## config.mk

```make
export PLATFORM = sky130hd
export DESIGN_NAME = scrambled_tfunction_prng64_core
export DESIGN_NICKNAME = d
export VERILOG_FILES = /design/src/hw/rtl/stprng64_pkg.sv /design/src/hw/rtl/stprng64_dp.sv /design/src/hw/rtl/stprng64_ctrl.sv /design/src/hw/rtl/scrambled_tfunction_prng64_core.sv
export SDC_FILE = /design/constraint.sdc
export NUM_CORES = 2
export LEC_CHECK = 0
export ABC_AREA = 0
export BUFFER_PORTS_ARGS = -buffer_cell sky130_fd_sc_hd__buf_2
export CAP_MARGIN = 20
export CORE_MARGIN = 4
export CORE_UTILIZATION = 46
export CTS_BUF_LIST = sky130_fd_sc_hd__clkbuf_4
export CTS_CLUSTER_DIAMETER = 100
export DETAILED_ROUTE_END_ITERATION = 6
export MAX_ROUTING_LAYER = met4
export SETUP_SLACK_MARGIN = 0.5
export SLEW_MARGIN = 20
export SYNTH_ARGS = -nofsm -noshare
export SYNTH_HDL_FRONTEND = slang
export SYNTH_SLANG_ARGS = --single-unit
```

## constraint.sdc

```tcl
create_clock -name clk_i -period 8.2 [get_ports clk_i]
set_input_delay 1.23 -clock clk_i [delete_from_list [all_inputs] [get_ports clk_i]]
set_output_delay 1.23 -clock clk_i [all_outputs]
set_load 0.005 [all_outputs]
```

## src/hw/rtl/stprng64_pkg.sv

```systemverilog
package stprng64_pkg;

  localparam int unsigned WordW     = 64;
  localparam int unsigned HalfW     = 32;
  localparam int unsigned IdxW      = 3;
  localparam int unsigned CfgIdxW   = 2;
  localparam int unsigned RoundCntW = 3;
  localparam int unsigned InBytesW  = 8;

  localparam logic [WordW-1:0] TfOrConst = 64'h0000_0000_4000_0005;

  localparam int unsigned RotA   = 25;
  localparam int unsigned RotC   = 19;
  localparam int unsigned RotD   = 51;
  localparam int unsigned RotOut = 47;

  // A reseed runs three warm-up rounds after the first one, then one more
  // round whose first buffer word is the answer.
  localparam logic [RoundCntW-1:0] ReseedExtraRounds = 3'd4;

  localparam logic [IdxW-1:0] IdxForceMix = 3'd4;

  typedef enum logic [CfgIdxW-1:0] {
    CfgSeedA = 2'd0,
    CfgSeedB = 2'd1,
    CfgSeedC = 2'd2,
    CfgSeedD = 2'd3
  } cfg_reg_e;

  typedef enum logic [2:0] {
    StIdle,
    StLoad,
    StMulLo,
    StMulCross,
    StSqSum,
    StUpdate,
    StFill,
    StEmit
  } state_e;

  typedef struct packed {
    logic load_seeds;
    logic mul_lo;
    logic mul_cross;
    logic sq_sum;
    logic update;
    logic fill;
    logic emit;
  } dp_cmd_t;

  typedef struct packed {
    logic out_free;
    logic idx_high;
  } dp_status_t;

endpackage

```

## src/hw/rtl/stprng64_dp.sv

```systemverilog
module stprng64_dp (
  input  logic                                clk_i,
  input  logic                                rst_ni,
  input  logic                                cfg_valid_i,
  input  logic [stprng64_pkg::CfgIdxW-1:0]    cfg_index_i,
  input  logic [stprng64_pkg::WordW-1:0]      cfg_data_i,
  input  stprng64_pkg::dp_cmd_t               cmd_i,
  output stprng64_pkg::dp_status_t            status_o,
  input  logic                                m_tready_i,
  output logic                                m_tvalid_o,
  output logic [stprng64_pkg::WordW-1:0]      m_tdata_o
);
  import stprng64_pkg::*;

  function automatic logic [WordW-1:0] rotl(input logic [WordW-1:0] x,
                                            input int unsigned r);
    rotl = (x << r) | (x >> (WordW - r));
  endfunction

  logic [WordW-1:0] seed_a_q, seed_b_q, seed_c_q, seed_d_q;
  logic [WordW-1:0] word_a_q, word_b_q, word_c_q, word_d_q;
  logic [WordW-1:0] word_a_d, word_b_d, word_c_d, word_d_d;
  logic [WordW-1:0] mix_t;
  logic [WordW-1:0] buf_q [4];
  logic [IdxW-1:0]  idx_q;
  logic [WordW-1:0] out_data_q;
  logic             out_valid_q;

  logic [HalfW-1:0] mul_op_b;
  logic [WordW-1:0] mul_prod;
  logic [WordW-1:0] p_lo_q;
  logic [HalfW-1:0] p_x_q;
  logic [WordW-1:0] sq_q;

  // Seed registers.
  always_ff @(posedge clk_i or negedge rst_ni) begin
    if (!rst_ni) begin
      seed_a_q <= '0;
      seed_b_q <= '0;
      seed_c_q <= '0;
      seed_d_q <= '0;
    end else if (cfg_valid_i) begin
      case (cfg_reg_e'(cfg_index_i))
        CfgSeedA: seed_a_q <= cfg_data_i;
        CfgSeedB: seed_b_q <= cfg_data_i;
        CfgSeedC: seed_c_q <= cfg_data_i;
        CfgSeedD: seed_d_q <= cfg_data_i;
        default:  seed_a_q <= seed_a_q;
      endcase
    end
  end

  // The low 64 bits of b*b are lo*lo + 2*lo*hi*2^32, so one 32x32
  // multiplier used twice covers the square.
  assign mul_op_b = cmd_i.mul_cross ? word_b_q[WordW-1:HalfW] : word_b_q[HalfW-1:0];
  assign mul_prod = {{HalfW{1'b0}}, word_b_q[HalfW-1:0]} * {{HalfW{1'b0}}, mul_op_b};

  always_ff @(posedge clk_i) begin
    if (cmd_i.mul_lo) begin
      p_lo_q <= mul_prod;
    end
    if (cmd_i.mul_cross) begin
      p_x_q <= mul_prod[HalfW-1:0];
    end
    if (cmd_i.sq_sum) begin
      sq_q <= p_lo_q + {p_x_q[HalfW-2:0], {(HalfW+1){1'b0}}};
    end
  end

  always_comb begin
    mix_t    = rotl(word_a_q, RotA) ^ word_b_q;
    word_b_d = word_b_q + (sq_q | TfOrConst);
    word_c_d = rotl(word_c_q, RotC) ^ mix_t;
    word_a_d = rotl(word_d_q, RotD) + mix_t;
    word_d_d = mix_t;
  end

  always_ff @(posedge clk_i or negedge rst_ni) begin
    if (!rst_ni) begin
      word_a_q <= '0;
      word_b_q <= '0;
      word_c_q <= '0;
      word_d_q <= '0;
    end else if (cmd_i.load_seeds) begin
      word_a_q <= seed_a_q;
      word_b_q <= seed_b_q;
      word_c_q <= seed_c_q;
      word_d_q <= seed_d_q;
    end else if (cmd_i.update) begin
      word_a_q <= word_a_d;
      word_b_q <= word_b_d;
      word_c_q <= word_c_d;
      word_d_q <= word_d_d;
    end
  end

  always_ff @(posedge clk_i) begin
    if (cmd_i.fill) begin
      buf_q[0] <= word_a_q + word_b_q;
      buf_q[1] <= rotl(word_a_q, RotOut) + word_b_q;
      buf_q[2] <= word_c_q + word_d_q;
      buf_q[3] <= rotl(word_c_q, RotOut) + word_d_q;
    end
    if (cmd_i.emit) begin
      out_data_q <= buf_q[idx_q[1:0]];
    end
  end

  always_ff @(posedge clk_i or negedge rst_ni) begin
    if (!rst_ni) begin
      idx_q       <= IdxForceMix;
      out_valid_q <= 1'b0;
    end else begin
      if (cmd_i.fill) begin
        idx_q <= '0;
      end else if (cmd_i.emit) begin
        idx_q <= idx_q + 1'b1;
      end
      if (cmd_i.emit) begin
        out_valid_q <= 1'b1;
      end else if (m_tready_i) begin
        out_valid_q <= 1'b0;
      end
    end
  end

  assign status_o.out_free = !out_valid_q || m_tready_i;
  assign status_o.idx_high = idx_q[IdxW-1];
  assign m_tvalid_o        = out_valid_q;
  assign m_tdata_o         = out_data_q;

  // A word is only written into the output register when it has room.
  a_emit_room: assert property (@(posedge clk_i) disable iff (!rst_ni)
    cmd_i.emit |-> status_o.out_free)
    else $error("output word overwritten before it was taken");

  // A fresh buffer always hands out its first word next.
  a_fill_restart: assert property (@(posedge clk_i) disable iff (!rst_ni)
    cmd_i.fill |=> idx_q == '0)
    else $error("buffer position not restarted after a round");

  // A waiting word keeps its value until the receiver takes it.
  a_out_hold: assert property (@(posedge clk_i) disable iff (!rst_ni)
    (m_tvalid_o && !m_tready_i) |=> (m_tvalid_o && $stable(m_tdata_o)))
    else $error("output word dropped or changed while stalled");

endmodule

```

## src/hw/rtl/stprng64_ctrl.sv

```systemverilog
module stprng64_ctrl (
  input  logic                      clk_i,
  input  logic                      rst_ni,
  input  logic                      s_tvalid_i,
  input  logic                      reseed_i,
  output logic                      s_tready_o,
  input  stprng64_pkg::dp_status_t  status_i,
  output stprng64_pkg::dp_cmd_t     cmd_o
);
  import stprng64_pkg::*;

  state_e                 state_q, state_d;
  logic [RoundCntW-1:0]   rounds_q, rounds_d;
  logic                   accept;

  assign s_tready_o = (state_q == StIdle) && status_i.out_free;
  assign accept     = s_tvalid_i && s_tready_o;

  always_ff @(posedge clk_i or negedge rst_ni) begin
    if (!rst_ni) begin
      state_q  <= StIdle;
      rounds_q <= '0;
    end else begin
      state_q  <= state_d;
      rounds_q <= rounds_d;
    end
  end

  always_comb begin
    state_d  = state_q;
    rounds_d = rounds_q;
    case (state_q)
      StIdle: begin
        if (accept && reseed_i) begin
          state_d  = StLoad;
          rounds_d = ReseedExtraRounds;
        end else if (accept && status_i.idx_high) begin
          state_d  = StMulLo;
          rounds_d = '0;
        end
      end
      StLoad:     state_d = StMulLo;
      StMulLo:    state_d = StMulCross;
      StMulCross: state_d = StSqSum;
      StSqSum:    state_d = StUpdate;
      StUpdate:   state_d = StFill;
      StFill: begin
        if (rounds_q != '0) begin
          state_d  = StMulLo;
          rounds_d = rounds_q - 1'b1;
        end else begin
          state_d = StEmit;
        end
      end
      StEmit: begin
        if (status_i.out_free) begin
          state_d = StIdle;
        end
      end
      default: state_d = StIdle;
    endcase
  end

  always_comb begin
    cmd_o = '0;
    case (state_q)
      StIdle:     cmd_o.emit = accept && !reseed_i && !status_i.idx_high;
      StLoad:     cmd_o.load_seeds = 1'b1;
      StMulLo:    cmd_o.mul_lo = 1'b1;
      StMulCross: cmd_o.mul_cross = 1'b1;
      StSqSum:    cmd_o.sq_sum = 1'b1;
      StUpdate:   cmd_o.update = 1'b1;
      StFill:     cmd_o.fill = 1'b1;
      StEmit:     cmd_o.emit = status_i.out_free;
      default:    cmd_o = '0;
    endcase
  end

  a_busy_not_ready: assert property (@(posedge clk_i) disable iff (!rst_ni)
    (state_q != StIdle) |-> !s_tready_o)
    else $error("input accepted while a request is in progress");

  a_rounds_bound: assert property (@(posedge clk_i) disable iff (!rst_ni)
    rounds_q <= ReseedExtraRounds)
    else $error("round counter out of range");

  a_emit_done: assert property (@(posedge clk_i) disable iff (!rst_ni)
    (state_q == StEmit && status_i.out_free) |=> state_q == StIdle)
    else $error("controller did not return to idle after its word");

endmodule

```

## src/hw/rtl/scrambled_tfunction_prng64_core.sv

```systemverilog
// Channel   Dir  Signals                                  Word contents
// s_axis    in   s_axis_tvalid/tready/tdata[7:0]          bit 0 reseed, bits 7:1 zero
// m_axis    out  m_axis_tvalid/tready/tdata[63:0]         random_word
// cfg       in   cfg_valid_i/cfg_ready_o/index/data       seed_a..seed_d at index 0..3
//
// Three of every four plain requests are answered from the output buffer in the cycle after
// the word is accepted. The fourth runs a mixer round: the shared 32x32 multiplier squares
// word b in two passes, then come a sum, the update and the buffer fill; the first new word
// leaves when the output register has room. A reseed runs a seed load and five mixer rounds.
// After reset the position stands at four, so the first request runs a round.
// The input is taken only while the controller is idle and the output register has room.
module scrambled_tfunction_prng64_core (
  input  logic                                clk_i,
  input  logic                                rst_ni,
  input  logic                                s_axis_tvalid,
  output logic                                s_axis_tready,
  input  logic [stprng64_pkg::InBytesW-1:0]   s_axis_tdata,   // [0] reseed
  output logic                                m_axis_tvalid,
  input  logic                                m_axis_tready,
  output logic [stprng64_pkg::WordW-1:0]      m_axis_tdata,   // [63:0] random_word
  input  logic                                cfg_valid_i,
  output logic                                cfg_ready_o,
  input  logic [stprng64_pkg::CfgIdxW-1:0]    cfg_index_i,
  input  logic [stprng64_pkg::WordW-1:0]      cfg_data_i
);
  import stprng64_pkg::*;

  dp_cmd_t    cmd;
  dp_status_t status;

  assign cfg_ready_o = 1'b1;

  stprng64_ctrl u_ctrl (
    .clk_i      (clk_i),
    .rst_ni     (rst_ni),
    .s_tvalid_i (s_axis_tvalid),
    .reseed_i   (s_axis_tdata[0]),
    .s_tready_o (s_axis_tready),
    .status_i   (status),
    .cmd_o      (cmd)
  );

  stprng64_dp u_dp (
    .clk_i       (clk_i),
    .rst_ni      (rst_ni),
    .cfg_valid_i (cfg_valid_i),
    .cfg_index_i (cfg_index_i),
    .cfg_data_i  (cfg_data_i),
    .cmd_i       (cmd),
    .status_o    (status),
    .m_tready_i  (m_axis_tready),
    .m_tvalid_o  (m_axis_tvalid),
    .m_tdata_o   (m_axis_tdata)
  );

endmodule
```

==> results.cfg <==
[logic_synthesis]
syn_area_per_cell_um2 = 9.819
synth_fa_ha_area_share_pct = 28.06
synth_xor_area_share_pct = 5.319
synth_edf_count = 473
synthDistinctLibCells = 98
yosys.area.top_type_share_pct = 19.16
syn_inst = 9610
synth_area_leaders = fa_1 19%, edfxtp_1 15%, dfrtp_1 14%
synth-compound-area-share_pct = 12.68
ys_seq_area_share_pct = 28.90
synth_area_um2 = 94360
async_flop_share_pct = 52.46
synth_mux_area_share_pct = 6.163
synth_top_family_by_area = adder cells
synthFlopType = dfrtp_1
syn_nets = 11263
yosysWarnings = 0
yosysTopAreaCell = fa_1
synth-simple-area-share_pct = 12.56
ys_ff_latch = 995

[worst_setup_path]
critical_path_arrival_ps = 9410
critPathMaxFanout = 16
cp_slowest_cell = fa_1
endpoint_kind = register
critical_path_class = reg2reg
cp.required_ps = 9260
rr_startpoint = u_ctrl.state_q[2]
path_common_cell = fa_1
slowest_delay_ps = 570
cp-start-kind = register
critPathLaunch = u_ctrl.state_q[2]

[route]
dr_wl_met2_mm = 174.2
wl_mm = 366.9
met3_wirelength_mm = 19.64
final_antenna_net_count = 0
wl_per_cell_um = 28.46
dr.pass1.iters = 7
drcViolationCount = 0
highest_layer = met4
routed_via_density = 5.754
wirelength_met1_mm = 144.9
vias = 74177
first_iter_violations = 5896

[die]
die_h_um = 460.9
row_count = 165
initial_core_util_pct = 46.45
die_w_um = 460.9
die_area_um2 = 212400
fp.coreArea_um2 = 203100
ioPinCount = 146

[global_routing]
grt_pass1_wl_mm = 526.0
grt_pass1_vias = 76432
grt_start_max_net_pins = 178
antenna_found_initial = 20
grt_overflow = 0
grt_usage_pct = 35.51

[min_path]
hold_start = cfg_data_i[5]
hold_class = in2reg

[placed_design]
dpl_worst_slack_ps = -397.7
gp_congestion = 1.035
portBuffers = 137
dp_hpwl_mm = 297.6

[timing]
worst_slew_pin_slew_ps = 1258
skew_ps = 98.69
setup_tns_ps = -743.7
finalSetupViolCount = 13
worst_hold_slack_ps = 157.1
max_freq_mhz = 119.8
fin_crit_sh_pct = 101.8
period_needed_ps = 8345
rsz0062_at_grt = true
relSlewSlack_pct = 15.51
timing.final.hold_violations = 0
report.final.slew_viol_count = 0
post-route-worst-setup-slack_ps = -145.1

[flow_run]
drv_cap = 0

[cells_and_area]
fillers = 18721
regArea_um2 = 27300
multi_input_area_um2 = 61890
layout-drive-gt1-share_pct = 15.38
areaGrowthSynthToFinish_pct = 11.58
utilization_pct = 51.83
fin_nets = 11658

[run_status]
violations = setup timing
status = finished, violations left

[clocking]
cts_tree = done
cts-root-buf = clkbuf_4
cts_buffers = 287
clock-sinks = 995
cts_buffer_depth = 4
path_clk_slew_ps = 70
worstSkewPairLatency_ps = 1390
h-tree-depth = 5
## final cells by class
class,count,share of cell area (%)
flip-flops and latches,995,25.93
clock inverters,80,0.4397
diodes,25,0.05942
repair inverters,1,0.008319
well taps,2672,3.176
inverters,1074,3.853
repair buffers,615,4.911
multi-input cells,7031,58.78
clock buffers,399,2.845
## per-layer routing
metal  track usage, %  up-vias
met3            4.807      798
met2            57.28     2582
met4            22.41        0
met5                -        -
met1            42.16    37607
li1                 -    33190
## registers in the layout, indices dropped and copies added, names as in the netlist, 31 cells and up
| name | flops |
|---|---|
| u_dp.word_c_q | 64 |
| u_dp.m_tdata_o | 64 |
| u_dp.p_lo_q | 61 |
| u_dp.seed_c_q | 64 |
| u_dp.buf_q | 256 |
| u_dp.seed_a_q | 64 |
| u_dp.word_b_q | 64 |
| u_dp.sq_q | 61 |
| u_dp.word_a_q | 64 |
| u_dp.seed_d_q | 64 |
| u_dp.word_d_q | 64 |
| u_dp.p_x_q | 31 |
| u_dp.seed_b_q | 64 |
## metrics by stage
| step | cell area, µm² | cells |
|---|---|---|
| 3_5_place_dp | 100800 | 12365 |
| 6_report | 105300 | 12892 |
| 3_3_place_gp | 100800 | 12365 |
| 5_1_grt | 105200 | 12879 |
| 4_1_cts | 104700 | 12852 |
| 2_1_floorplan | 94530 | 9610 |
## worst max-delay path: cells and delay by family (launching register included)
| kind | cells | cell delay [ps] |
|---|---|---|
| compound gates | 11 | 1990 |
| xor+xnor | 1 | 70 |
| fa+ha+maj | 9 | 4290 |
| buf+inv | 7 | 790 |
| flops | 1 | 500 |
| simple gates | 4 | 390 |
## path summary, 6_finish.rpt
kind,slack (ps),cells past startpoint,end
max,-150,32,u_dp.p_lo_q[63]
min,160,2,u_dp.seed_b_q[5]
max reg2reg,-150,32,u_dp.p_lo_q[63]
min reg2reg,410,0,u_dp.sq_q[8]
max in group asynchronous,6190,3,u_dp.word_c_q[61]
min in group asynchronous,480,2,u_dp.seed_a_q[7]
## synth_stat cells, types with 294 or more instances
master	n
a21o_1	294
a21oi_1	650
and2_1	522
clkbuf_1	474
dfrtp_1	521
edfxtp_1	473
fa_1	903
ha_1	671
inv_1	1072
nand2_1	1044
nor2_1	373
o21ai_0	500
xnor2_1	430
## what timing repair did
item                                    in CTS  in global routing
cloned                                       1                  2
endpoints found under the setup margin      49                 58
pin swaps                                   16                 30
gates resized for setup                     70                 69
hold buffers                                 1                  0
endpoints found under the hold margin       77                  0
setup buffers                                6                 13
## cell usage in the layout (no fill, tap or decap), types with 56 or more instances in the layout
master	count
and2_1	518
a21oi_1	639
a21o_1	292
mux4_2	64
edfxtp_1	473
xnor2_1	429
nand2_1	1025
nor3_1	56
mux2i_1	146
nor2_1	371
dfrtp_1	502
clkbuf_4	399
nand2b_1	66
o21bai_1	91
buf_12	63
inv_1	1070
nand4_1	98
o21a_1	64
xor2_1	139
ha_1	655
o21ai_0	487
mux2_2	256
fa_1	895
buf_2	136
buf_4	399
nand3_1	74
nor2b_1	105
## cells by family after synthesis
| logic type | after synthesis |
|---|---|
| AOI/OAI and AO/OA | 1938 |
| xor gates and xnor gates | 573 |
| adders and majority gates | 1574 |
| buffers and inverters | 1584 |
| DFF | 995 |
| muxes | 469 |
| other | 1 |
| and+or+nand+nor | 2476 |
Power is left out: the tool's default activity adds up to more than one toggle a clock period on the data nets, which glitch-free logic cannot reach.
